[config.mk]
export PLATFORM = sky130hd
export DESIGN_NAME = lkc_front
export DESIGN_NICKNAME = d
export VERILOG_FILES = /design/src/sv/lkc_pkg.sv /design/src/sv/lkc_front.sv
export SDC_FILE = /design/constraint.sdc
export NUM_CORES = 1
export LEC_CHECK = 0
export ABC_AREA = 1
export BUFFER_PORTS_ARGS = -buffer_cell sky130_fd_sc_hd__buf_2
export CAP_MARGIN = 5
export CORE_ASPECT_RATIO = 1.2
export CORE_UTILIZATION = 55
export DETAILED_ROUTE_END_ITERATION = 12
export GPL_TIMING_DRIVEN = 0
export MAX_ROUTING_LAYER = met4
export PLACE_DENSITY = 0.94
export SETUP_SLACK_MARGIN = 0.15
export SYNTH_ARGS = -nofsm -noshare
export SYNTH_HDL_FRONTEND = slang
export SYNTH_SLANG_ARGS = --single-unit
[constraint.sdc]
create_clock -name clk -period 5.9 [get_ports clk]
set_input_delay 0.295 -clock clk [delete_from_list [all_inputs] [get_ports clk]]
set_output_delay 0.295 -clock clk [all_outputs]
set_load 0.005 [all_outputs]
[src/sv/lkc_pkg.sv]
// ----------------------------------------------------------------------------
// lkc_pkg
// Shared types and constants for the keyed LRU cache.
// ----------------------------------------------------------------------------
package lkc_pkg;
	localparam int DEPTH = 256;
	localparam int IDX_W = $clog2(DEPTH);
	localparam int CNT_W = $clog2(DEPTH + 1);

	localparam logic [2:0] KIND_LOOKUP = 3'd0;
	localparam logic [2:0] KIND_INSERT = 3'd1;
	localparam logic [2:0] KIND_REMOVE = 3'd2;
	localparam logic [2:0] KIND_CLEAR  = 3'd3;
	localparam logic [2:0] KIND_EVICT  = 3'd4;

	typedef struct packed {
		logic [2:0]  kind;
		logic [31:0] key;
		logic [31:0] payload;
	} req_t;

	typedef struct packed {
		logic [31:0] eviction_total;
		logic [31:0] miss_total;
		logic [31:0] hit_total;
		logic [8:0]  occupancy;
		logic [31:0] evicted_payload;
		logic [31:0] evicted_key;
		logic        evicted;
		logic        inserted;
		logic [31:0] found_payload;
		logic        hit;
	} rsp_t;
endpackage

[src/sv/lkc_front.sv]
// ----------------------------------------------------------------------------
// lkc_front
// Accepts request words and holds them in a two-entry queue.
// ----------------------------------------------------------------------------
module lkc_front import lkc_pkg::*; (
	input  logic        clk,
	input  logic        arst_n,
	input  logic        in_valid,
	output logic        in_ready,
	input  req_t        in_req,
	output logic        q_valid,
	input  logic        q_pop,
	output req_t        q_req
);
	req_t       buf_q [2];
	logic       wp_q, rp_q;
	logic [1:0] cnt_q;
	logic       push;

	assign in_ready = (cnt_q != 2'd2);
	assign push     = in_valid && in_ready;
	assign q_valid  = (cnt_q != 2'd0);
	assign q_req    = buf_q[rp_q];

	always_ff @(posedge clk) begin
		if (push) buf_q[wp_q] <= in_req;
	end

	always_ff @(posedge clk or negedge arst_n) begin
		if (!arst_n) begin
			wp_q  <= 1'b0;
			rp_q  <= 1'b0;
			cnt_q <= 2'd0;
		end else begin
			if (push) wp_q <= ~wp_q;
			if (q_pop && q_valid) rp_q <= ~rp_q;
			cnt_q <= cnt_q + 2'(push) - 2'(q_pop && q_valid);
		end
	end

	assert property (@(posedge clk) disable iff (!arst_n) cnt_q != 2'd3)
		else $error("queue count overflow");
	assert property (@(posedge clk) disable iff (!arst_n)
		(cnt_q == 2'd0) |-> !(q_pop && q_valid))
		else $error("pop from empty queue");
	assert property (@(posedge clk) disable iff (!arst_n)
		(cnt_q == 2'd2 && !q_pop) |=> cnt_q == 2'd2)
		else $error("full queue lost a word");
endmodule

# After elaboration in Yosys (flattened, before gate mapping)
# Memories as Yosys holds them, arrays and structs flattened.
# Index checks and enable logic that the tools add are counted.
# totals
ff_bits	4
latchBits	0
ramBits	134
romBits	0
inputBits	71
output_inout_bits	69
elab_cells	14
mem_count	1
# classes
n_addsub	2
multipliers	0
div	0
n_lt_le_gt_ge	0
eq_ne	1
n_shift	0
mux	2
n_bitwise	2
n_reduce_logical	3
# mem_list
name	words	width	rd	rd_clocked_by_memory_dff	wr	line	source
buf_q	2	67	1	0	1	lkc_front.sv:15	req_t buf_q [2];
# ops
op	count
$add A2 B1 Y2	1
$logic_and A1 B1 Y1	2
$mux W1	2
$ne A2 B2 Y1 const B	1
$not A1 Y1	2
$reduce_bool A2 Y1	1
$sub A2 B1 Y2	1

# Depth between registers and ports, before layout
# Gate-level depths: netlist of run 1.
# logic_depth
depth_word	4
mapped_depth	10
depth_no_buf	10

# Worst setup path before layout of run 1
# Ideal clock, no wire load.
# synth_timing
kind	register to register
from	register cnt_q[1]
to	memory buf_q[1][0] (netlist name) (enable)
setup_time_ps	492
t_arrival_ps	3382
setup_slack_ps	2025
stages_incl_launch_ff	4
synth_period_minus_slack_ps	3875
cell_sequence	dfrtp_1 nand2_1 nand2_1 nor2_1
# synth_via
elab_chain_cells	4
# synth_lines
item	line	source
from (decl)	lkc_front.sv:17	logic [1:0] cnt_q;
from (signal assigned)	lkc_front.sv:37	cnt_q <= cnt_q + 2'(push) - 2'(q_pop && q_valid);
$ne A2 B2 Y1	lkc_front.sv:20	assign in_ready = (cnt_q != 2'd2);
net in_ready	lkc_front.sv:9	output logic in_ready,
$logic_and A1 B1 Y1	lkc_front.sv:21	assign push = in_valid && in_ready;
$mux W1	lkc_front.sv:26	if (push) buf_q[wp_q] <= in_req;
$mux W1 (not written as such)	lkc_front.sv:26	
to (decl)	lkc_front.sv:15	
# The timed path passes the listed nets, and every way through them passes these cells.

# Final worst setup path of run 1
# layout_timing
from	register cnt_q[0]
to	memory buf_q[1][50] (netlist name) (enable)
# layout_via
elab_chain_cells	4
# layout_lines
item	line
$ne A2 B2 Y1	lkc_front.sv:20
$logic_and A1 B1 Y1	lkc_front.sv:21
$mux W1	lkc_front.sv:26
$mux W1 (not written as such)	lkc_front.sv:26
# Every way passes these cells.

==> results.cfg, run 1 <==
[synthesis]
async_flop_share = 0.02899
synth-edff-count = 134
yosys_warnings = 0
syn_area_um2 = 5110
yosys_most_used_dff = edfxtp_1
yosysSeqAreaShare = 0.8071
synth_area_per_cell_um2 = 13.38
synth_common_cells = nand2_1 (214), edfxtp_1 (134), buf_2 (9)
yosysMostFrequentCell = nand2_1
synthDistinctLibCells = 11
syn_nets = 455
ys_ff_latch = 138
ys_top_cells_by_area = edfxtp_1 (79%), nand2_1 (16%), dfrtp_1 (2.0%)
yosysTopAreaCellShare = 0.7875
yosysTopAreaCell = edfxtp_1
synth_cells = 382

[sta]
rsz0062_at_grt = no
fmax_ghz = 0.4778
fin_skew_ps = 10.52
fin_crit_ps = 2093
setup_viol = 0
fin_crit_sh = 0.3547
drv_slew = 0
finalWorstSetupSlack_ps = 3807
tightest_slew_ps = 1052
fin_hold_ws_ps = 34.59
finalSetupTns_ps = 0
maxSlewHeadroom = 0.2971
hold_viol = 0

[drt]
drt-initial-drc-count = 207
ant_nets = 0
vias = 3722
drc = 0
wire_per_inst_um = 16.33
drt-total-wl_mm = 12.15
avgViaCountPerCell = 5.003
first_pass_iters = 5

[floorplanning]
dieHeight_um = 107.6
core_area_um2 = 9034
rows = 38
die_area_um2 = 9682
initial_utilization = 0.5657
dieWidth_um = 89.99
ios = 140

[finish]
register_area_um2 = 4124
multi_input_area_um2 = 854.6
drive_gt1_frac = 0.3066
finalNetCount = 683
utilization = 0.8046
nFillCells = 487
syn_to_final_growth_pct = 42.24

[pwr]
p_leak_nw = 3.198
powerDensity_nw_per_um2 = 475.2
vdd_ir_drop_max_v = 0.0003186

[grt]
grt_max_degree = 36
gr-total-overflow = 0
grt.busiest_layer = met2
grtUsageTotal = 0.2719
use_met3 = 0.06709
use_met2 = 0.4967
met1_usage = 0.2583
grt_pass1_wl_mm = 18.53
antenna_found_initial = 1
grt_pass1_vias = 3984

[clocking]
cts_sinks = 138
post_cts_resized = 0
cts_tree = yes
ctsHoldBuffers = 68
cts_root_buffer = clkbuf_8
clk_pin_slew_ps = 60
post_cts_buffers = 0
ctsHtreeMaxLevel = 4
clock_latency_ps = 510
cts_max_path_buffers = 2
cts_buffers = 17

[worst_setup_path]
crit_chain = inv_1, nand2_1, nand2_1, nor2_4, buf_12
r2r_cells = 5
worstSetupStartpoint = cnt_q[0]
critPathMaxStageDelay_ps = 810
r2r-end = buf_q[1][50]
reg2reg_setup_slack_ps = 3810
cp_slowest_cell = nor2_4
worstReg2RegStart = cnt_q[0]
crit_type = flip-flop to flip-flop
critPathLaunchType = flip-flop
cp-end-kind = flip-flop
path_common_cell = nand2_1
crit_required_ps = 6100
worstPathArrival_ps = 2290
critPathMaxFanout = 34
endpoint = buf_q[1][50]

[placed_design]
gp_congestion = 0.7505
place_ws_ps = 3813
dp_hpwl_mm = 6.775
port_buffers = 139

[hold_path]
hp-start = q_pop
hold_path_class = primary input to flip-flop

[flow_run]
cap_violations = 0

[status]
run_status = finished, final reports clean
## registers in the layout (all words and copies together), names as in the netlist
name	count
buf_q	134
cnt_q	2
rp_q	1
wp_q	1
## worst max-delay path: cells and delay by family (launching register included)
| family | cells | cell delay, ps |
|---|---|---|
| AND/OR/NAND/NOR | 3 | 1030 |
| flip-flops | 1 | 350 |
| buffers and inverters | 2 | 370 |
## how the worst min path moves through the flow
| stage | to | slack [ps] | cells after the start |
|---|---|---|---|
| floorplan | cnt_q[0] | -0.6 | 0 |
| global placement | wp_q | 100 | 1 |
| detailed placement | wp_q | 110 | 1 |
| CTS | rp_q | 9 | 3 |
| global route | rp_q | 20 | 3 |
| finish | rp_q | 30 | 3 |
## layer usage
metal	part of all wire	vias up
met5	0	-
met4	0.037	0
met3	0.050	39
met2	0.56	177
met1	0.35	1759
li1	-	1747
## logic make-up (layout without fill, tap and decap cells)
logic type | after synthesis | count (layout) | share of synthesized area
other | 0 | 1 | 0
DFF | 138 | 138 | 0.8071
buffers and inverters | 24 | 265 | 0.02718
and+or+nand+nor | 218 | 218 | 0.1609
adders and majority gates | 2 | 2 | 0.004896
## layout make-up
| type | count | area share |
|---|---|---|
| repair buffers | 209 | 0.1949 |
| plain buffers | 15 | 0.01446 |
| clock buffers | 17 | 0.05698 |
| inverters | 9 | 0.004648 |
| diodes | 1 | 0.0003443 |
| flip-flops and latches | 138 | 0.5674 |
| well taps | 120 | 0.02066 |
| clock inverters | 15 | 0.02307 |
| multi-input cells | 220 | 0.1176 |
## cell usage in the layout, fill, tap and decap left out
cell type	count
buf_12	2
buf_2	148
buf_4	2
buf_6	4
bufinv_16	2
clkbuf_16	16
clkbuf_8	1
clkinv_2	1
clkinv_4	6
clkinvlp_4	2
dfrtp_1	4
diode_2	1
dlygate4sd3_1	68
edfxtp_1	134
ha_1	2
inv_1	7
inv_2	2
inv_6	4
nand2_1	214
nand3_1	3
nor2_4	1
## report_power, final
group / internal (mW) / total [mW] / switching (mW) / leakage, nW
sequential: 1.34 / 1.40 / 0.0609 / 1.29
combinational: 0.398 / 1.03 / 0.636 / 1.62
clock: 0.609 / 1.02 / 0.411 / 0.280
## through the flow
stage / area (um^2) / total power, mW / cells
5_1_grt: 7268 / 3.634 / 744
3_5_place_dp: 6003 / 2.386 / 643
4_1_cts: 7266 / 3.432 / 743
3_3_place_gp: 5956 / 2.323 / 641
2_1_floorplan: 5110 / 1.943 / 382
6_report: 7268 / 3.454 / 744
(Power assumes the default switching activity.)
==> inputs of run 2 (changes only) <==
--- a/config.mk
+++ b/config.mk
@@ -9,11 +9,11 @@
 export BUFFER_PORTS_ARGS = -buffer_cell sky130_fd_sc_hd__buf_2
 export CAP_MARGIN = 5
 export CORE_ASPECT_RATIO = 1.2
-export CORE_UTILIZATION = 55
+export CORE_UTILIZATION = 52
 export DETAILED_ROUTE_END_ITERATION = 12
 export GPL_TIMING_DRIVEN = 0
 export MAX_ROUTING_LAYER = met4
-export PLACE_DENSITY = 0.94
+export PLACE_DENSITY = 0.9
 export SETUP_SLACK_MARGIN = 0.15
 export SYNTH_ARGS = -nofsm -noshare
 export SYNTH_HDL_FRONTEND = slang
==> constraint.sdc (replaced) <==
create_clock -name clk -period 2.15 [get_ports clk]
set_input_delay 0.1075 -clock clk [delete_from_list [all_inputs] [get_ports clk]]
set_output_delay 0.1075 -clock clk [all_outputs]
set_load 0.005 [all_outputs]
==> run 2 against run 1 <==
- combinational power rose to 2.8 times the previous value
- sequential cell count unchanged
- via count down 1.6%
- sequential share of layout area down 0.24 points
- count of clock-buffer cells in the layout up 1
- largest power group unchanged
- highest routed layer unchanged
==> results.cfg, run 2 (synthesis results as in run 1) <==
[pwr]
p_leak_nw = 3.194
powerDensity_nw_per_um2 = 1304
p_seq_frac = 0.402
internal-power_mw = 6.574
vdd_ir_drop_max_v = 0.0007723
clkPwrFrac = 0.297
report.power.total_mw = 9.518
switching_share = 0.3093
p_switching_mw = 2.944
share_comb_of_total_power = 0.300

[floorplanning]
core_area_um2 = 9515
dieHeight_um = 110.6
rows = 39
dieWidth_um = 92.49
initial_utilization = 0.5370
ios = 140
die_area_um2 = 10230

[placed_design]
place_ws_ps = 94.84
dp_hpwl_mm = 6.561
port_buffers = 139
gp_congestion = 0.7396
dpl.cell_count = 646

[worst_setup_path]
cp_top_family = buffers and inverters
cp_slowest_cell = dfrtp_1
critPathMaxStageDelay_ps = 390
crit_required_ps = 2240
crit_chain = inv_1, nand3_1, clkinvlp_4, buf_12
path_depth = 4
path_buf_inv = 3
critPathMaxFanout = 36
crit_type = flip-flop to flip-flop
cp-end-kind = flip-flop
r2r_cells = 4
critPathLaunchType = flip-flop
worstPathArrival_ps = 1930

[clocking]
cts_root_buffer = clkbuf_16
cts_buffers = 17
ctsHtreeMaxLevel = 4
cts_tree = yes
clk_pin_slew_ps = 60
cts_max_path_buffers = 2
post_cts_buffers = 0
cts_sinks = 138
clock_latency_ps = 400

[finish]
drive_gt1_frac = 0.3003
largest_reg_flops = 134
reg.largest.list = buf_q: 134 flops, cnt_q: 2 flops
finalNetCount = 686
n_antenna_cell = 0
final_cell_count_no_fill = 749
utilization = 0.7671
nFillCells = 548
layout_commonest_cell = nand2_1
mostFrequentLayoutCells = nand2_1 (214), buf_2 (148), edfxtp_1 (134)
syn_to_final_growth_pct = 42.85
largest_register = buf_q

[drt]
drt-initial-drc-count = 180
drc = 0
wire_per_inst_um = 15.76
first_pass_iters = 5
vias = 3661
ant_nets = 0
drt-total-wl_mm = 11.81
avgViaCountPerCell = 4.888

[grt]
grt_pass1_vias = 3902
grt_max_degree = 37
grtUsageTotal = 0.2527
gr-total-overflow = 0
antenna_found_initial = 0
grt_pass1_wl_mm = 18.37

[sta]
hold_viol = 0
fmax_ghz = 0.5434
fin_crit_ps = 1840
maxSlewHeadroom = 0.4068
finalWorstSetupSlack_ps = 309.7
rsz0062_at_grt = no
drv_slew = 0
setup_viol = 0
tightest_slew_ps = 888.8
fin_hold_ws_ps = 55.68
fin_crit_sh = 0.8560
fin_skew_ps = 7.958

[flow_run]
cap_violations = 0

[status]
run_status = finished, final reports clean

[hold_path]
hold_path_class = primary input to asynchronous set/reset pin
## run 2: cell types whose count changed in the layout (fill, tap and decap cells not counted), moves of 3 or more
cell,previous run,this run
clkinvlp_4,2,5
clkinv_4,6,2
inv_6,4,0
clkinv_1,0,4
## run 2: cell type report
class,instances,area (um^2),area share
Multi-Input combinational cell,221,860.8,0.1179
Tap cell,123,153.9,0.02108
Buffer,15,105.1,0.01440
Sequential cell,138,4124,0.5650
Timing Repair Buffer,210,1426,0.1954
Clock inverter,14,155.1,0.02125
Timing Repair inverter,1,7.507,0.001028
Clock buffer,18,429.2,0.05879
Inverter,9,37.54,0.005142
## run 2: layer usage
layer / wire [um] / GRT usage
met1: 4511 / 0.2715
met2: 6414 / 0.4356
met3: 503 / 0.05992
met4: 378 / 0.1188
met5: 0 / -
## run 2: worst paths after layout
| path | to | startpoint | slack [ps] |
|---|---|---|---|
| max | buf_q[0][15] | wp_q | 310 |
| min | wp_q | arst_n | 60 |
| max reg2reg | buf_q[0][15] | wp_q | 310 |
| min reg2reg | wp_q | wp_q | 510 |
| max in group asynchronous | cnt_q[0] | arst_n | 1960 |
| min in group clk | wp_q | in_valid | 170 |
## run 2: worst register-to-register path, stage by stage, from the launching register on
cell and delay, ps:
dfrtp_1 390, inv_1 180, nand3_1 260, clkinvlp_4 390, buf_12 270
## run 2: power by group through the flow
stage / Combinational (mW) / Sequential (mW) / Clock, mW
6_report: 2.86 / 3.83 / 2.83
5_1_grt: 3.18 / 3.87 / 2.99
4_1_cts: 2.82 / 3.83 / 2.88
3_5_place_dp: 2.66 / 3.88 / 0
3_3_place_gp: 2.50 / 3.86 / 0
2_1_floorplan: 1.48 / 3.84 / 0
## run 2: metrics by stage
| step | area [um^2] | TNS [ps] |
|---|---|---|
| after floorplan | 5121 | 0 |
| after global placement | 5971 | -37810 |
| after detailed placement | 6011 | 0 |
| after CTS | 7297 | 0 |
| after global routing | 7300 | 0 |
| final | 7300 | 0 |
## run 2: timing repair
item,in CTS,in global routing
pin swaps,1,0
hold buffers,69,0
endpoints found under the setup margin,72,16
gates resized for setup,0,1
gates cloned,2,0
endpoints found under the hold margin,139,0
